File: src/rtl/elx_pkg.sv
// Shared types, codes and helpers for the expression lexer.
`timescale 1ns / 1ps
`default_nettype none
package elx_pkg;

    localparam int MAX_LEN  = 4096;
    localparam int POS_W    = $clog2(MAX_LEN + 1);
    localparam int EXT_W    = (POS_W + 1 > 13) ? POS_W + 1 : 13;

    // token kinds
    localparam logic [2:0] K_NUM      = 3'd0;
    localparam logic [2:0] K_VAR      = 3'd1;
    localparam logic [2:0] K_SIGN     = 3'd2;
    localparam logic [2:0] K_END      = 3'd3;
    localparam logic [2:0] K_BADFIRST = 3'd4;
    localparam logic [2:0] K_UNTOK    = 3'd5;
    localparam logic [2:0] K_LONG     = 3'd6;

    // sign codes
    localparam logic [2:0] S_PLUS   = 3'd0;
    localparam logic [2:0] S_MINUS  = 3'd1;
    localparam logic [2:0] S_MUL    = 3'd2;
    localparam logic [2:0] S_DIV    = 3'd3;
    localparam logic [2:0] S_MOD    = 3'd4;
    localparam logic [2:0] S_LPAR   = 3'd5;
    localparam logic [2:0] S_RPAR   = 3'd6;
    localparam logic [2:0] S_ASSIGN = 3'd7;

    // lexer modes
    localparam logic [2:0] MODE_IDLE  = 3'd0;
    localparam logic [2:0] MODE_NUMZ  = 3'd1;
    localparam logic [2:0] MODE_NUM   = 3'd2;
    localparam logic [2:0] MODE_VAR   = 3'd3;
    localparam logic [2:0] MODE_COLON = 3'd4;

    // characters
    localparam logic [7:0] CH_PLUS  = 8'h2B;
    localparam logic [7:0] CH_MINUS = 8'h2D;
    localparam logic [7:0] CH_STAR  = 8'h2A;
    localparam logic [7:0] CH_SLASH = 8'h2F;
    localparam logic [7:0] CH_PCT   = 8'h25;
    localparam logic [7:0] CH_LPAR  = 8'h28;
    localparam logic [7:0] CH_RPAR  = 8'h29;
    localparam logic [7:0] CH_DOLLAR = 8'h24;
    localparam logic [7:0] CH_COLON = 8'h3A;
    localparam logic [7:0] CH_EQ    = 8'h3D;
    localparam logic [7:0] CH_NL    = 8'h0A;
    localparam logic [7:0] CH_NUL   = 8'h00;
    localparam logic [7:0] CH_TAB   = 8'h09;
    localparam logic [7:0] CH_SPACE = 8'h20;
    localparam logic [7:0] CH_ZERO  = 8'h30;
    localparam logic [7:0] CH_NINE  = 8'h39;
    localparam logic [7:0] CH_LA    = 8'h61;
    localparam logic [7:0] CH_LZ    = 8'h7A;
    localparam logic [7:0] CH_UA    = 8'h41;
    localparam logic [7:0] CH_UZ    = 8'h5A;

    typedef struct packed {
        logic [2:0]  kind;
        logic [2:0]  sign;
        logic [12:0] start_pos;
        logic [12:0] end_pos;
        logic        last;
    } result_t;

    typedef struct packed {
        logic [2:0]       mode;
        logic [POS_W-1:0] pos;
        logic [POS_W-1:0] tstart;
        logic             first_seen;
    } lex_state_t;

    // position (one bit of headroom) down to the 13-bit output field
    function automatic logic [12:0] pos_out(input logic [POS_W:0] v);
        logic [EXT_W-1:0] w;
        w = EXT_W'(v);
        return w[12:0];
    endfunction

    function automatic result_t mk_res(input logic [2:0] kind, input logic [2:0] sign,
                                       input logic [POS_W:0] s, input logic [POS_W:0] e,
                                       input logic last);
        result_t r;
        r.kind      = kind;
        r.sign      = sign;
        r.start_pos = pos_out(s);
        r.end_pos   = pos_out(e);
        r.last      = last;
        return r;
    endfunction

endpackage
`default_nettype wire

File: src/rtl/elx_step.sv
// Lexer next-state and token logic for one character.
`timescale 1ns / 1ps
`default_nettype none
module elx_step (
    input  wire logic [7:0]          ch,
    input  wire elx_pkg::lex_state_t cur,
    output elx_pkg::lex_state_t      nxt,
    output elx_pkg::result_t         res0,
    output elx_pkg::result_t         res1,
    output logic [1:0]               res_cnt
);
    import elx_pkg::*;

    localparam logic [POS_W-1:0] MAX_POS = POS_W'(MAX_LEN);
    localparam logic [POS_W:0]   ZERO_X  = '0;

    logic             term, is_dig, is_aln, is_blank, sg_ok;
    logic [2:0]       sg_code;
    logic [POS_W:0]   p_x, p1_x, ts_x;
    logic [POS_W-1:0] p1;
    logic             pa_vld, pb_vld, done, clr;
    result_t          pa, pb;

    always_comb begin
        term     = (ch == CH_NL) || (ch == CH_NUL);
        is_dig   = (ch >= CH_ZERO) && (ch <= CH_NINE);
        is_aln   = is_dig || ((ch >= CH_LA) && (ch <= CH_LZ)) ||
                   ((ch >= CH_UA) && (ch <= CH_UZ));
        is_blank = (ch == CH_SPACE) || (ch == CH_TAB);
        sg_ok    = 1'b1;
        case (ch)
            CH_PLUS:  sg_code = S_PLUS;
            CH_MINUS: sg_code = S_MINUS;
            CH_STAR:  sg_code = S_MUL;
            CH_SLASH: sg_code = S_DIV;
            CH_PCT:   sg_code = S_MOD;
            CH_LPAR:  sg_code = S_LPAR;
            CH_RPAR:  sg_code = S_RPAR;
            default: begin
                sg_code = S_PLUS;
                sg_ok   = 1'b0;
            end
        endcase
    end

    always_comb begin
        p_x    = {1'b0, cur.pos};
        p1_x   = p_x + 1'b1;
        p1     = p1_x[POS_W-1:0];   // only stored when pos < MAX_LEN
        ts_x   = {1'b0, cur.tstart};
        nxt    = cur;
        pa     = '0;
        pb     = '0;
        pa_vld = 1'b0;
        pb_vld = 1'b0;
        done   = 1'b0;
        clr    = 1'b0;

        if (!term && (cur.pos >= MAX_POS)) begin
            pa     = mk_res(K_LONG, S_PLUS, p_x, ZERO_X, 1'b1);
            pa_vld = 1'b1;
            clr    = 1'b1;
            done   = 1'b1;
        end else begin
            case (cur.mode)
                MODE_COLON: begin
                    pa_vld = 1'b1;
                    done   = 1'b1;
                    if (ch == CH_EQ) begin
                        pa       = mk_res(K_SIGN, S_ASSIGN, ts_x, p1_x, 1'b0);
                        nxt.mode = MODE_IDLE;
                        nxt.pos  = p1;
                    end else begin
                        // lone colon: following byte is swallowed too
                        pa  = mk_res(K_UNTOK, S_PLUS, ts_x, ZERO_X, 1'b1);
                        clr = 1'b1;
                    end
                end
                MODE_NUMZ: begin
                    if (ch == CH_ZERO) begin
                        nxt.tstart = p1;
                        nxt.pos    = p1;
                        done       = 1'b1;
                    end else if (is_dig) begin
                        nxt.mode = MODE_NUM;
                        nxt.pos  = p1;
                        done     = 1'b1;
                    end else begin
                        pa       = mk_res(K_NUM, S_PLUS, ts_x, p_x, 1'b0);
                        pa_vld   = 1'b1;
                        nxt.mode = MODE_IDLE;
                    end
                end
                MODE_NUM: begin
                    if (is_dig) begin
                        nxt.pos = p1;
                        done    = 1'b1;
                    end else begin
                        pa       = mk_res(K_NUM, S_PLUS, ts_x, p_x, 1'b0);
                        pa_vld   = 1'b1;
                        nxt.mode = MODE_IDLE;
                    end
                end
                MODE_VAR: begin
                    if (is_aln) begin
                        nxt.pos = p1;
                        done    = 1'b1;
                    end else begin
                        pa       = mk_res(K_VAR, S_PLUS, ts_x, p_x, 1'b0);
                        pa_vld   = 1'b1;
                        nxt.mode = MODE_IDLE;
                    end
                end
                default: nxt.mode = MODE_IDLE;
            endcase
        end

        if (!done) begin
            if (is_blank) begin
                nxt.pos = p1;
            end else if (!cur.first_seen && !is_dig && (ch != CH_LPAR) &&
                         (ch != CH_DOLLAR)) begin
                pb     = mk_res(K_BADFIRST, S_PLUS, p_x, ZERO_X, 1'b1);
                pb_vld = 1'b1;
                clr    = 1'b1;
            end else if (term) begin
                pb     = mk_res(K_END, S_PLUS, p_x, p1_x, 1'b1);
                pb_vld = 1'b1;
                clr    = 1'b1;
            end else begin
                if (sg_ok) begin
                    pb     = mk_res(K_SIGN, sg_code, p_x, p1_x, 1'b0);
                    pb_vld = 1'b1;
                end else if (ch == CH_ZERO) begin
                    nxt.mode   = MODE_NUMZ;
                    nxt.tstart = p1;
                end else if (is_dig) begin
                    nxt.mode   = MODE_NUM;
                    nxt.tstart = cur.pos;
                end else if (ch == CH_DOLLAR) begin
                    nxt.mode   = MODE_VAR;
                    nxt.tstart = cur.pos;
                end else if (ch == CH_COLON) begin
                    nxt.mode   = MODE_COLON;
                    nxt.tstart = cur.pos;
                end else begin
                    pb     = mk_res(K_UNTOK, S_PLUS, p_x, ZERO_X, 1'b1);
                    pb_vld = 1'b1;
                    clr    = 1'b1;
                end
                nxt.first_seen = 1'b1;
                nxt.pos        = p1;
            end
        end

        if (clr) begin
            nxt.mode       = MODE_IDLE;
            nxt.pos        = '0;
            nxt.tstart     = '0;
            nxt.first_seen = 1'b0;
        end
    end

    // pending token goes first, new token after it
    assign res0    = pa_vld ? pa : pb;
    assign res1    = pb;
    assign res_cnt = {1'b0, pa_vld} + {1'b0, pb_vld};

endmodule
`default_nettype wire

File: src/rtl/elx_fifo.sv
// Four-entry result queue, up to two writes and one read per cycle.
`timescale 1ns / 1ps
`default_nettype none
module elx_fifo (
    input  wire logic             aclk,
    input  wire logic             aresetn,
    input  wire logic [1:0]       push_cnt,
    input  wire elx_pkg::result_t wdata0,
    input  wire elx_pkg::result_t wdata1,
    output logic                  room2,
    output logic                  out_valid,
    output elx_pkg::result_t      out_data,
    input  wire logic             pop
);
    import elx_pkg::*;

    localparam int DEPTH = 4;

    result_t    mem_reg [DEPTH];
    logic [1:0] wr_ptr_reg, wr_ptr_next;
    logic [1:0] rd_ptr_reg, rd_ptr_next;
    logic [2:0] count_reg, count_next;
    logic       do_pop;
    logic [1:0] wr_ptr1;

    assign room2     = (count_reg <= 3'(DEPTH - 2));
    assign out_valid = (count_reg != 3'd0);
    assign out_data  = mem_reg[rd_ptr_reg];
    assign do_pop    = pop && out_valid;
    assign wr_ptr1   = wr_ptr_reg + 2'd1;

    always_comb begin
        wr_ptr_next = wr_ptr_reg + push_cnt;
        rd_ptr_next = rd_ptr_reg + {1'b0, do_pop};
        count_next  = count_reg + {1'b0, push_cnt} - {2'b00, do_pop};
    end

    always_ff @(posedge aclk) begin
        if (!aresetn) begin
            wr_ptr_reg <= '0;
            rd_ptr_reg <= '0;
            count_reg  <= '0;
        end else begin
            wr_ptr_reg <= wr_ptr_next;
            rd_ptr_reg <= rd_ptr_next;
            count_reg  <= count_next;
        end
    end

    always_ff @(posedge aclk) begin
        if (push_cnt != 2'd0) begin
            mem_reg[wr_ptr_reg] <= wdata0;
        end
        if (push_cnt == 2'd2) begin
            mem_reg[wr_ptr1] <= wdata1;
        end
    end

endmodule
`default_nettype wire

File: src/rtl/expression_lexer_core.sv
// Top level of the streaming calculator-expression lexer.
// Path: a character accepted from s_ sits in the input register; once the result queue
//   has room for two tokens it is lexed, and its tokens are written to the queue, whose
//   head is on m_ from then on.
// Throughput: one character per cycle, as long as the result queue keeps room
//   for two tokens (a character can close a pending token and emit its own).
// Reset: aresetn low clears the lexer state to position 0, first-token mode,
//   and empties the input register and the result queue.
`timescale 1ns / 1ps
`default_nettype none
module expression_lexer_core (
    input  wire logic        aclk,
    input  wire logic        aresetn,
    input  wire logic        s_valid,
    output logic             s_ready,
    input  wire logic [7:0]  s_character,
    output logic             m_valid,
    input  wire logic        m_ready,
    output logic [2:0]       m_token_kind,
    output logic [2:0]       m_sign_code,
    output logic [12:0]      m_start_pos,
    output logic [12:0]      m_end_pos,
    output logic             m_last
);
    import elx_pkg::*;

    // input register
    logic       in_vld_reg;
    logic [7:0] in_char_reg;

    // lexer state
    lex_state_t st_reg, st_next;

    result_t    res0, res1, head;
    logic [1:0] res_cnt, push_cnt;
    logic       room2, fire;

    // A held character is lexed once the queue can take both possible tokens.
    assign fire    = in_vld_reg && room2;
    assign s_ready = !in_vld_reg || fire;

    always_ff @(posedge aclk) begin
        if (!aresetn) begin
            in_vld_reg <= 1'b0;
        end else if (s_ready) begin
            in_vld_reg <= s_valid;
        end
    end

    always_ff @(posedge aclk) begin
        if (s_ready && s_valid) begin
            in_char_reg <= s_character;
        end
    end

    elx_step u_step (
        .ch      (in_char_reg),
        .cur     (st_reg),
        .nxt     (st_next),
        .res0    (res0),
        .res1    (res1),
        .res_cnt (res_cnt)
    );

    // state only moves when the character is actually consumed
    always_ff @(posedge aclk) begin
        if (!aresetn) begin
            st_reg.mode       <= MODE_IDLE;
            st_reg.pos        <= '0;
            st_reg.tstart     <= '0;
            st_reg.first_seen <= 1'b0;
        end else if (fire) begin
            st_reg <= st_next;
        end
    end

    assign push_cnt = fire ? res_cnt : 2'd0;

    elx_fifo u_fifo (
        .aclk      (aclk),
        .aresetn   (aresetn),
        .push_cnt  (push_cnt),
        .wdata0    (res0),
        .wdata1    (res1),
        .room2     (room2),
        .out_valid (m_valid),
        .out_data  (head),
        .pop       (m_ready)
    );

    // result fields straight from the queue head
    assign m_token_kind = head.kind;
    assign m_sign_code  = head.sign;
    assign m_start_pos  = head.start_pos;
    assign m_end_pos    = head.end_pos;
    assign m_last       = head.last;

endmodule
`default_nettype wire

File: config.mk
export PLATFORM = sky130hd
export DESIGN_NAME = expression_lexer_core
export DESIGN_NICKNAME = d
export VERILOG_FILES = /design/src/rtl/elx_pkg.sv /design/src/rtl/elx_step.sv /design/src/rtl/elx_fifo.sv /design/src/rtl/expression_lexer_core.sv
export SDC_FILE = /design/constraint.sdc
export NUM_CORES = 1
export LEC_CHECK = 0
export BUFFER_PORTS_ARGS = -buffer_cell sky130_fd_sc_hd__buf_2
export CAP_MARGIN = 20
export CORE_MARGIN = 2
export CORE_UTILIZATION = 45
export CTS_CLUSTER_SIZE = 8
export DETAILED_ROUTE_END_ITERATION = 10
export PLACE_DENSITY = 0.69
export SLEW_MARGIN = 20
export SYNTH_ARGS = -nofsm -noshare
export SYNTH_HDL_FRONTEND = slang
export SYNTH_SLANG_ARGS = --single-unit
File: constraint.sdc
create_clock -name aclk -period 16.65 [get_ports aclk]
set_input_delay 3.33 -clock aclk [delete_from_list [all_inputs] [get_ports aclk]]
set_output_delay 3.33 -clock aclk [all_outputs]
set_load 0.02 [all_outputs]
# ---- Word level (Yosys, flattened, before mapping)
# Memories as Yosys holds them, arrays and structs flattened. A register that Yosys moved wholly into a read port is not among the register bits.
# Index checks and enable logic that the tools add are counted.
# W data, S select, Z words.
dict set report classes {
  addsub 7
  order_cmp 8
  n_eq_ne 25
  muxes 85
  reduce_logical 24
}
# cell count
set op_table {}
lappend op_table {{$mux W33} 13}
lappend op_table {{$mux W13} 11}
lappend op_table {{$pmux W33 S4} 1}
lappend op_table {{$mux W30} 4}
lappend op_table {{$eq A8 B6 Y1 const B} 12}
lappend op_table {{$pmux W13 S4} 1}
lappend op_table {{$mux W1} 34}
lappend op_table {{$mux W31} 1}
lappend op_table {{$mux W29} 1}
lappend op_table {{$mux W27} 1}
lappend op_table {{$mux W3} 9}
lappend op_table {{$pmux W3 S6} 1}
lappend op_table {{$eq A8 B4 Y1 const B} 2}
lappend op_table {{$ge A8 B7 Y1 const B} 2}
lappend op_table {{$le A8 B7 Y1 const B} 2}
lappend op_table {{$mux W16} 1}
lappend op_table {{$ne A8 B6 Y1 const B} 2}
lappend op_table {{$mux W14} 1}
lappend op_table {{$add A13 B1 Y13 const B} 1}
lappend op_table {{$ge A13 B13 Y1 const B} 1}
lappend op_table {{$pmux W3 S4} 1}
lappend op_table {{$logic_and A1 B1 Y1} 10}
lappend op_table {{$ge A8 B6 Y1 const B} 1}
lappend op_table {{$le A8 B6 Y1 const B} 1}
lappend op_table {{other kinds (22)} 35}
dict set report word_totals {
  regBits 46
  ramBits 132
  in_bits 12
  output_inout_bits 35
  elab_cells 159
  n_memories 1
}
# memory words word_bits rd rd_clocked_by_memory_dff write_ports line_no
set memory_table {}
lappend memory_table {u_fifo.mem_reg 4 33 1 1 2 elx_fifo.sv:19} ;# result_t mem_reg [DEPTH];

# ---- Depth between registers and ports, before layout
# Gate-level depths: netlist of the first run.
dict set report logic_depth {
  depth_word 17
  depth_mapped 15
  depth_no_buf 13
}

# ---- By module
# A second synthesis of the first run with hierarchy kept.
dict set report hier_totals {
  hier_cells 932
  area_unflattened_um2 11004.3
}
# module instances cells_each area_each_um2 seq_area_each_um2
set modules_own_cells {}
lappend modules_own_cells {elx_fifo 1 366 6889.1 4103.9}
lappend modules_own_cells {elx_step 1 413 2507.4 0.0}
lappend modules_own_cells {expression_lexer_core 1 153 1607.8 860.8}

# ---- Worst setup path after synthesis of the first run
# Ideal clock, no wire load.
dict set report synth_path {
  kind {flip-flop to flip-flop}
  startpoint {register in_char_reg[3]}
  endpoint {memory u_fifo.mem_reg[3][0] (netlist bit) (enable)}
  arrival_time_ps 5391
  t_required_ps 16179
  path_slack_ps 10787
  stages_incl_launch_ff 13
  synth_period_minus_slack_ps 5863
  cell_sequence {edfxtp_1 > clkbuf_1 > or3b_2 > a2111oi_2 > nor2_1 > and3_1 > nand2_1 > inv_1 > ha_1 > clkbuf_1 > nor2b_1 > a21oi_1 > nor3b_1}
}
# element line_no
set synth_lines {}
lappend synth_lines {{from (decl)} expression_lexer_core.sv:29} ;# logic [7:0] in_char_reg;
lappend synth_lines {{from (signal assigned)} expression_lexer_core.sv:52} ;# in_char_reg <= s_character;
lappend synth_lines {{to (decl)} elx_fifo.sv:19}

==> run summary, run 1 <==
status: finished, final reports clean
Finished Cell Area: 11200 µm²
CTS hold repair buffers: 0
Setup Slack @ Placement: 10.82 ns
DRC errors left: 0
num ports: 47
Mapped Cells: 930
post-CTS resize count: 0
Hold Vio Cnt, Final: 0
Final Max Slew Viols: 0
Setup Buffers After CTS: 0
Net Count, Synth: 953
share of layout cells above drive strength 1: 16.6%
period utilization: 35.2%
Peak VDD IR: 0.0665 mV
first drt pass iteration count: 6
antenna violation net count after detailed routing: 0
WL per Instance: 24.2 µm
buffers added on ports: 46
number of synthesized flops with an enable pin: 140
critical path required time: 16.85 ns
crit-path max FO: 28
Setup crit end kind: flop
CTS tree: yes
htree depth: 4
first-pass GRT wire length: 45700 µm
die height: 154 µm
type of the most critical hold path: reg -> reg
Pwr Total: 1190 µW
syn avg cell area: 10.9 µm²
Area growth, synth to finish: 11.0%
leading cell type in the layout, fill and taps excluded: edfxtp_1
Clock Skew: 0.00955 ns
HPWL after DPL: 20100 µm
dpl cells: 1190
clk sinks: 178
CP Launch Type: flop
DRT Wirelength: 29600 µm
setup repair after global routing missed its margin: false
upper clock frequency limit: 0.170 GHz
CP arrival: 6.06 ns
synth warn: 0
Unique masters post-synth: 78
main flop type after synthesis: edfxtp_1
most frequent cells in the layout: edfxtp_1, nand2_1, nor2_1
gr usage total: 25.2%
pwr dens: 106 nW/µm²
dpl cell area: 10600 µm²
sequential share of the synthesized area: 49.1%
vias in the first global route: 7680
CTS Buf Count: 17
initial antenna violation count: 0
Setup Total Neg Slack: 0 ns
GRT overflow: 0
via-per-instance ratio: 6.77
Layout Nets: 955
clock root cell: clkbuf_16
ys async rst share: 0%
Static Leak: 0.00352 µW
worst setup margin: 10.78 ns
Clock transition at path regs: 0.07 ns
final setup fails: 0
Tmin final: 5.87 ns
Cell Rows: 54
# diodes: 0
Clock Path Buffers: 2
Non-Filler Instances: 1224
RePlAce Congestion: 0.961
Die Area: 23700 µm²
Clock Latency Late Sink: 0.45 ns
Die W: 154 µm
max FFs per register: 132
worst-margin pin slew: 1.10 ns
Post-Syn Area: 10100 µm²
DR vias: 8282
critical path class: reg -> reg
Max Cap Viol: 0
core footprint: 22000 µm²
starting density of the core: 46.0%
largest net degree at the start of global routing: 61
DRT iter0 DRCs: 1010
synthesized flop and latch total: 178
Slew HR: 26.3%
==> per-layer routing <==
layer / GRT usage (%) / part of all wire (%) / routed length, µm
met1: 35.2 / 41 / 12200
met2: 38.6 / 45 / 13300
met3: 6.79 / 11 / 3350
met4: 7.79 / 2.5 / 749
met5: 0 / 0 / 0
==> logic make-up (layout without fill, tap and decap cells) <==
kind of cell | count (synthesis) | in the layout | synth area share [%]
AO/OA/AOI/OAI | 294 | 294 | 21.2
AND/OR/NAND/NOR | 287 | 287 | 14.5
flip-flops | 178 | 178 | 49.1
buffers and inverters | 98 | 112 | 3.78
multiplexers | 36 | 36 | 7.68
XOR/XNOR | 26 | 26 | 2.25
adder cells (fa/ha/maj) | 11 | 11 | 1.44
==> worst max-delay path: stages, from the launching register on <==
cell and delay (ns):
edfxtp_1 0.61, nor4bb_1 0.73, and2_1 0.44, o21ai_1 0.35
and3_1 0.35, nand2_1 0.26, inv_1 0.08, ha_1 0.57
nor4_4 0.08, buf_4 0.25, nor2_1 0.86, o22ai_1 0.62
a32o_1 0.38
==> final timing paths <==
path / depth (start not counted) / from / endpoint / slack (ns)
max: 12 / in_char_reg[5] / u_fifo.mem_reg[1][21] / 10.78
min: 1 / st_reg[13] / st_reg[13] / 0.49
max reg2reg: 12 / in_char_reg[5] / u_fifo.mem_reg[1][21] / 10.78
min reg2reg: 1 / st_reg[13] / st_reg[13] / 0.49
==> per-stage QoR <==
step                hold WS [ns]  util (%)
floorplan                  0.433         -
global placement           0.451      48.0
detailed placement         0.461      48.0
CTS                        0.493      50.9
global route               0.513      51.1
finish                     0.493      51.1
==> synth_stat cells, types with 3 or more instances <==
library cell	number	area share, %
a211oi_1	9	0.67
a21boi_0	6	0.45
a21o_1	11	0.82
a21oi_1	43	2.1
a22oi_1	3	0.22
a2bb2oi_1	5	0.43
a311oi_1	3	0.26
a31oi_1	8	0.50
a32o_1	50	5.0
and2_1	17	1.1
and3_1	9	0.56
and4_1	4	0.35
buf_1	5	0.19
buf_2	11	0.54
clkbuf_1	64	2.4
dfxtp_1	38	7.5
edfxtp_1	140	42
ha_1	10	1.2
inv_1	18	0.67
mux4_2	33	7.4
nand2_1	81	3.0
nand2b_1	9	0.56
nand3_1	31	1.5
nand3b_1	7	0.52
nand4_1	6	0.37
nand4b_1	3	0.26
nor2_1	67	2.5
nor2b_1	3	0.19
nor3_1	15	0.74
nor3b_1	5	0.37
nor4_1	8	0.50
o211ai_1	3	0.22
o21ai_0	44	2.2
o21ai_1	5	0.25
o21bai_1	5	0.37
o22a_1	4	0.35
o22ai_1	55	3.4
o2bb2ai_1	3	0.26
o31ai_1	10	0.74
o32ai_1	5	0.43
or3_1	6	0.37
xnor2_1	14	1.2
xor2_1	12	1.0
==> cell type report <==
type / instances / area, µm²
repair buffers: 63 / 370
multi-input cells: 654 / 4840
fillers: 1890 / 10700
clock inverters: 14 / 195
inverters: 18 / 67.6
well taps: 280 / 350
clock buffers: 17 / 425
flip-flops and latches: 178 / 4970
==> report_power, final <==
part	switching [µW]	leakage, µW	internal (µW)	total (µW)
Clock	192	0.000299	241	433
Combinational	140	0.00169	101	241
Sequential	14.8	0.00154	499	514
No activity file was read; power rests on OpenSTA's default activity.
==> run 2, diff against run 1 <==
==> constraint.sdc (replaced) <==
create_clock -name aclk -period 5.4 [get_ports aclk]
set_input_delay 1.08 -clock aclk [delete_from_list [all_inputs] [get_ports aclk]]
set_output_delay 1.08 -clock aclk [all_outputs]
set_load 0.02 [all_outputs]
==> run 2 against run 1 <==
Register-to-register slack lost 10 ns. Die area is the same. Global-route usage grew 0.23 points. Combinational power grew to 3.0 times the previous value. Sequential power grew to 3.2 times the previous value. Critical path depth grew 2. Worst setup slack lost 10 ns. Non-clock buffer count grew 13. Flip-flop and latch count is the same. Cell count grew 1.1%. Largest power group unchanged. Hold slack lost 0.0068 ns. Clock skew shrank 0.0028 ns.
==> run summary, run 2 (same netlist as run 1, synthesis figures left out) <==
status: finished, final reports clean
Clock Latency Late Sink: 0.43 ns (-0.02 ns)
Static Leak: 0.00357 µW (+1.5%)
DRT iter0 DRCs: 1306 (+29%)
via-per-instance ratio: 6.70 (-0.96%)
CTS hold repair buffers: 0 (unchanged)
setup repair after global routing missed its margin: false
Area growth, synth to finish: 11.8%
Cell Rows: 54 (unchanged)
CTS Buf Count: 17 (unchanged)
leading cell type in the layout, fill and taps excluded: edfxtp_1
hold_sp: st_reg[13]
initial antenna violation count: 0 (unchanged)
crit-path max FO: 19 (-32%)
r2r setup slk: 0.65 ns (-10.13 ns)
Slew HR: 27.7% (+1.4 points)
Clock transition at path regs: 0.07 ns (about the same)
most frequent cells in the layout: edfxtp_1, nand2_1, nor2_1
core footprint: 22000 µm² (unchanged)
hold_ws: 0.486 ns (-0.00682 ns)
Final Util: 51.4% (+0.36 points)
Final Max Slew Viols: 0 (unchanged)
DRC errors left: 0 (unchanged)
Tmin final: 4.75 ns (-1.12 ns)
CP arrival: 4.93 ns (-1.13 ns)
DR vias: 8290 (+0.097%)
Critical Path, Cell by Cell: or3b_2 -> a2111oi_2 -> nor2_1 -> and3_1 -> nand2_1 -> inv_1 -> ha_1 -> nor4b_2 -> buf_4 -> nor2_1 -> buf_4 -> o22ai_1 -> buf_4 -> a32o_1
dpl cell area: 10700 µm² (+1.5%)
Clock Path Buffers: 2 (unchanged)
CP max-delay cell: a2111oi_2
pwr dens: 318 nW/µm² (+200%)
critical path required time: 5.58 ns (-11.27 ns)
# diodes: 0 (unchanged)
upper clock frequency limit: 0.211 GHz (+24%)
Finished Cell Area: 11300 µm² (+0.71%)
antenna violation net count after detailed routing: 0 (unchanged)
max FFs per register: 132 (unchanged)
period utilization: 87.9% (+53 points)
type of the most critical hold path: reg -> reg
WL per Instance: 23.9 µm (-1.4%)
vias in the first global route: 7864 (+2.4%)
buffers plus inverters on the worst setup path: 4 (+2)
worst-margin pin slew: 1.08 ns (-0.0181 ns)
starting density of the core: 46.0% (unchanged)
HPWL after DPL: 20100 µm (+0.27%)
Pwr Total: 3590 µW (+200%)
num ports: 47 (unchanged)
Clock Skew: 0.00677 ns (-0.00278 ns)
Die W: 154 µm (unchanged)
final setup fails: 0 (unchanged)
Setup Buffers After CTS: 0 (unchanged)
GRT overflow: 0 (unchanged)
clock root cell: clkbuf_16
DRT Wirelength: 29500 µm (-0.30%)
Crit path largest cell delay: 0.72 ns (-0.14 ns)
post-CTS resize count: 0 (unchanged)
hold depth: 1 (unchanged)
Die Area: 23700 µm² (unchanged)
Setup Total Neg Slack: 0 ns (unchanged)
CTS tree: yes
Setup crit end kind: flop
FF-to-FF Start: in_char_reg[3]
delay-heaviest family, CP: simple AND/OR/NAND/NOR gates
Peak VDD IR: 0.180 mV (+170%)
Hold EP: st_reg[13]
first-pass GRT wire length: 46500 µm (+1.8%)
first drt pass iteration count: 6 (unchanged)
RePlAce Congestion: 0.922 (-4.1%)
worst r2r path cells: 14 (+2)
gr usage total: 25.4% (+0.23 points)
Crit path top cell by count: buf_4
share of layout cells above drive strength 1: 17.2% (+0.61 points)
CP Launch Type: flop
die height: 154 µm (unchanged)
largest net degree at the start of global routing: 61 (unchanged)
critical path class: reg -> reg
Hold Vio Cnt, Final: 0 (unchanged)
Layout Nets: 968 (+1.4%)
clk sinks: 178 (unchanged)
Max Cap Viol: 0 (unchanged)
htree depth: 4 (unchanged)
buffers added on ports: 46 (unchanged)
reg2reg end: u_fifo.mem_reg[2][16]
[run 2: cell types whose count changed in the layout (fill, tap and decap cells not counted), sizes merged]
cell / before / now
buf: 61 / 76
clkinv: 2 / 4
inv: 25 / 23
bufinv: 3 / 2
clkbuf: 19 / 18
[run 2: metrics by stage]
stage | setup slack (ns) | std cells
floorplan | 0.371 | 930
global placement | 0.908 | 1205
detailed placement | 0.721 | 1206
CTS | 0.700 | 1237
global route | 0.176 | 1237
finish | 0.654 | 1237
[run 2: area by class of cell]
class | count | area, µm²
fill | 1927 | 10700
tap | 280 | 350
multi-input combinational | 654 | 4840
clock inverter | 13 | 153
sequential | 178 | 4970
clock buffer | 18 | 429
timing repair buffer | 76 | 484
inverter | 18 | 67.6
[run 2: worst max path at each step]
stage | start | end | slack, ns | cells past startpoint
floorplan | in_char_reg[3] | u_fifo.mem_reg[2][0] | 0.37 | 13
global placement | in_char_reg[3] | u_fifo.mem_reg[2][23] | 0.91 | 15
detailed placement | in_char_reg[3] | u_fifo.mem_reg[2][20] | 0.72 | 14
CTS | in_char_reg[3] | u_fifo.mem_reg[2][20] | 0.70 | 14
global route | in_char_reg[3] | u_fifo.mem_reg[2][23] | 0.18 | 15
finish | in_char_reg[3] | u_fifo.mem_reg[2][16] | 0.65 | 14
[run 2: worst register-to-register path, delay by kind of cell (launching register included)]
kind / cells / cell delay (ns)
flip-flops: 1 / 0.64
AO/OA/AOI/OAI: 3 / 1.07
adder cells (fa/ha/maj): 1 / 0.57
AND/OR/NAND/NOR: 6 / 1.44
buffers and inverters: 4 / 0.78
[run 2: per-layer routing]
| layer | vias up | GRT usage (%) | wire, µm | part of all wire (%) |
|---|---|---|---|---|
| li1 | 3717 | - | - | - |
| met1 | 4004 | 37.2 | 12500 | 42 |
| met2 | 508 | 39.0 | 13500 | 46 |
| met3 | 61 | 4.40 | 2950 | 10 |
| met4 | 0 | 7.61 | 617 | 2.1 |
| met5 | - | 0 | 0 | 0 |
[run 2: power breakdown]
group / total (µW) / switching (µW) / internal [µW]
logic: 713 / 402 / 311
clock network: 1250 / 555 / 690
registers: 1630 / 87.7 / 1540
total: 3590 / 1040 / 2540
==> run 3, diff against run 2 <==
--- a/config.mk
+++ b/config.mk
@@ -8,10 +8,12 @@
 export BUFFER_PORTS_ARGS = -buffer_cell sky130_fd_sc_hd__buf_2
 export CAP_MARGIN = 20
 export CORE_MARGIN = 2
-export CORE_UTILIZATION = 45
+export CORE_UTILIZATION = 50
 export CTS_CLUSTER_SIZE = 8
 export DETAILED_ROUTE_END_ITERATION = 10
-export PLACE_DENSITY = 0.69
+export GPL_ROUTABILITY_DRIVEN = 0
+export PLACE_DENSITY = 0.75
+export SKIP_LAST_GASP = 1
 export SLEW_MARGIN = 20
 export SYNTH_ARGS = -nofsm -noshare
 export SYNTH_HDL_FRONTEND = slang
==> run 3 against run 2 <==
Cell count shrank 1.5%. Non-clock buffer count fell by 4. Worst setup slack better by 0.15 ns. First-iteration DRC count decreased by 2.2%. Total power rose by 2.5%. Clock power up 7%. Global-route usage rose by 2.2 points. Maximum frequency up 3.3%. Critical endpoint is now u_fifo.mem_reg[0][3]. Highest routed layer is now met5.
==> run summary, run 3 (same netlist as run 1, synthesis figures left out) <==
CP Launch Type: flop
Die W: 146 µm (-5.0%)
Crit path largest cell delay: 0.68 ns (-0.04 ns)
die height: 146 µm (-5.0%)
setup repair after global routing missed its margin: false
first-pass GRT wire length: 46000 µm (-1.1%)
period utilization: 85.1% (-2.8 points)
Clock transition at path regs: 0.07 ns (about the same)
post-CTS resize count: 0 (unchanged)
clock root cell: clkbuf_16
GRT overflow: 0 (unchanged)
via-per-instance ratio: 6.89 (+2.8%)
power share of the clock group: 36.5% (+1.8 points)
gr usage total: 27.6% (+2.2 points)
buffers added on ports: 46 (unchanged)
# diodes: 0 (unchanged)
Met3 Routed Length: 3260 µm (+11%)
CTS Buf Count: 17 (unchanged)
worst r2r path cells: 12 (-2)
Layout Nets: 964 (-0.41%)
Setup Buffers After CTS: 0 (unchanged)
Cell Rows: 51 (-5.6%)
leading cell type in the layout, fill and taps excluded: edfxtp_1
clk sinks: 178 (unchanged)
Sw Share: 28.4% (-0.74 points)
Highest Signal Layer: met5
max FFs per register: 132 (unchanged)
CTS hold repair buffers: 0 (unchanged)
num ports: 47 (unchanged)
starting density of the core: 51.4% (+5.4 points)
hold depth: 1 (unchanged)
Static Leak: 0.00357 µW (about the same)
CTS tree: yes
Tmin final: 4.60 ns (-0.150 ns)
worst-margin pin slew: 1.03 ns (-0.0512 ns)
Max Cap Viol: 0 (unchanged)
Peak VDD IR: 0.220 mV (+22%)
Clock Path Buffers: 2 (unchanged)
share of layout cells above drive strength 1: 17.1% (-0.14 points)
upper clock frequency limit: 0.218 GHz (+3.3%)
Hold Vio Cnt, Final: 0 (unchanged)
most frequent cells in the layout: edfxtp_1, nand2_1, nor2_1
initial antenna violation count: 2 (+2)
htree depth: 4 (unchanged)
DRC errors left: 0 (unchanged)
largest net degree at the start of global routing: 61 (unchanged)
WL per Instance: 23.9 µm (+0.22%)
CP arrival: 4.74 ns (-0.19 ns)
cell internal pwr: 2630 µW (+3.6%)
worst setup margin: 0.804 ns (+0.150 ns)
Setup Slack @ Placement: 0.878 ns (+0.157 ns)
DRT iter0 DRCs: 1277 (-2.2%)
final setup fails: 0 (unchanged)
crit-path max FO: 26 (+7)
first drt pass iteration count: 6 (unchanged)
M1 WL: 11500 µm (-7.6%)
CP max-delay cell: a2111oi_2
Area growth, synth to finish: 11.5%
Combinational Power Share: 19.0% (-0.9 points)
Clock Skew: 0.00928 ns (+0.00250 ns)
DRT Wirelength: 29100 µm (-1.3%)
critical path required time: 5.54 ns (-0.04 ns)
DR vias: 8389 (+1.2%)
Setup crit end kind: flop
Die Area: 21400 µm² (-9.7%)
core footprint: 19700 µm² (-10%)
status: finished, final reports clean
pwr dens: 326 nW/µm² (+2.8%)
critical path class: reg -> reg
Clock Latency Late Sink: 0.44 ns (about the same)
Final Max Slew Viols: 0 (unchanged)
type of the most critical hold path: reg -> reg
metal2 WL: 13600 µm (+1.2%)
Setup Total Neg Slack: 0 ns (unchanged)
P_sw: 1040 µW (about the same)
antenna violation net count after detailed routing: 0 (unchanged)
HPWL after DPL: 19500 µm (-3.2%)
Slew HR: 31.0% (+3.3 points)
Seq pwr share: 44.5% (-0.9 points)
Critical Path, Cell by Cell: or3b_2 -> a2111oi_2 -> nor2_1 -> and3_1 -> nand2_1 -> inv_1 -> ha_1 -> nand2_1 -> nor3_2 -> buf_4 -> nor2_1 -> o22ai_1
vias in the first global route: 7954 (+1.1%)
-- run 3: cell count changes in the layout (fill, tap and decap cells not counted) --
cell and change:
buf_12 -2, bufinv_16 +2, buf_4 -1, buf_6 -1
clkinv_1 -1, clkinv_4 +1, clkinvlp_4 -1, inv_6 -1
nor2_1 -1, nor2_2 +1
-- run 3: final timing paths --
| kind | endpoint | slack, ns | from |
|---|---|---|---|
| hold reg to reg | st_reg[13] | 0.49 | st_reg[13] |
| setup reg to reg | u_fifo.mem_reg[0][3] | 0.80 | in_char_reg[3] |
| setup / recovery | u_fifo.mem_reg[0][3] | 0.80 | in_char_reg[3] |
| hold / removal | st_reg[13] | 0.49 | st_reg[13] |
-- run 3: area by class of cell --
type | instances | area, µm²
clock buffers | 18 | 429
clock inverters | 13 | 201
fillers | 1649 | 8390
inverters | 18 | 67.6
multi-input cells | 654 | 4850
flip-flops and latches | 178 | 4970
well taps | 265 | 332
repair buffers | 72 | 425
-- run 3: metrics by stage --
step	utilization, %	power (µW)	hold WS (ns)	area (µm²)	cells
floorplan	-	2150	0.433	10100	930
global placement	54.1	2350	0.467	10600	1187
detailed placement	54.1	2370	0.461	10600	1187
CTS	57.3	3690	0.478	11300	1218
global route	57.3	3800	0.498	11300	1218
finish	57.3	3680	0.488	11300	1218
-- run 3: worst max-delay path, delay by kind of cell (launching register included) --
kind / cells / cell delay [ns]
fa+ha+maj: 1 / 0.23
simple gates: 7 / 2.17
buf+inv: 2 / 0.32
compound gates: 2 / 0.92
flops: 1 / 0.65
-- run 3: metal layers --
layer  global-route usage [%]  up-vias
li1                         -     3705
met1                     37.5     4069
met2                     43.5      543
met3                     7.56       68
met4                     8.64        4
met5                        0        -
-- run 3: power groups by stage --
| stage | combinational [µW] | clock, µW | sequential (µW) |
|---|---|---|---|
| final | 698 | 1340 | 1640 |
| after global placement | 688 | 0 | 1670 |
| after CTS | 703 | 1350 | 1640 |
| after detailed placement | 699 | 0 | 1670 |
| after floorplan | 563 | 0 | 1590 |
| after global routing | 744 | 1400 | 1660 |
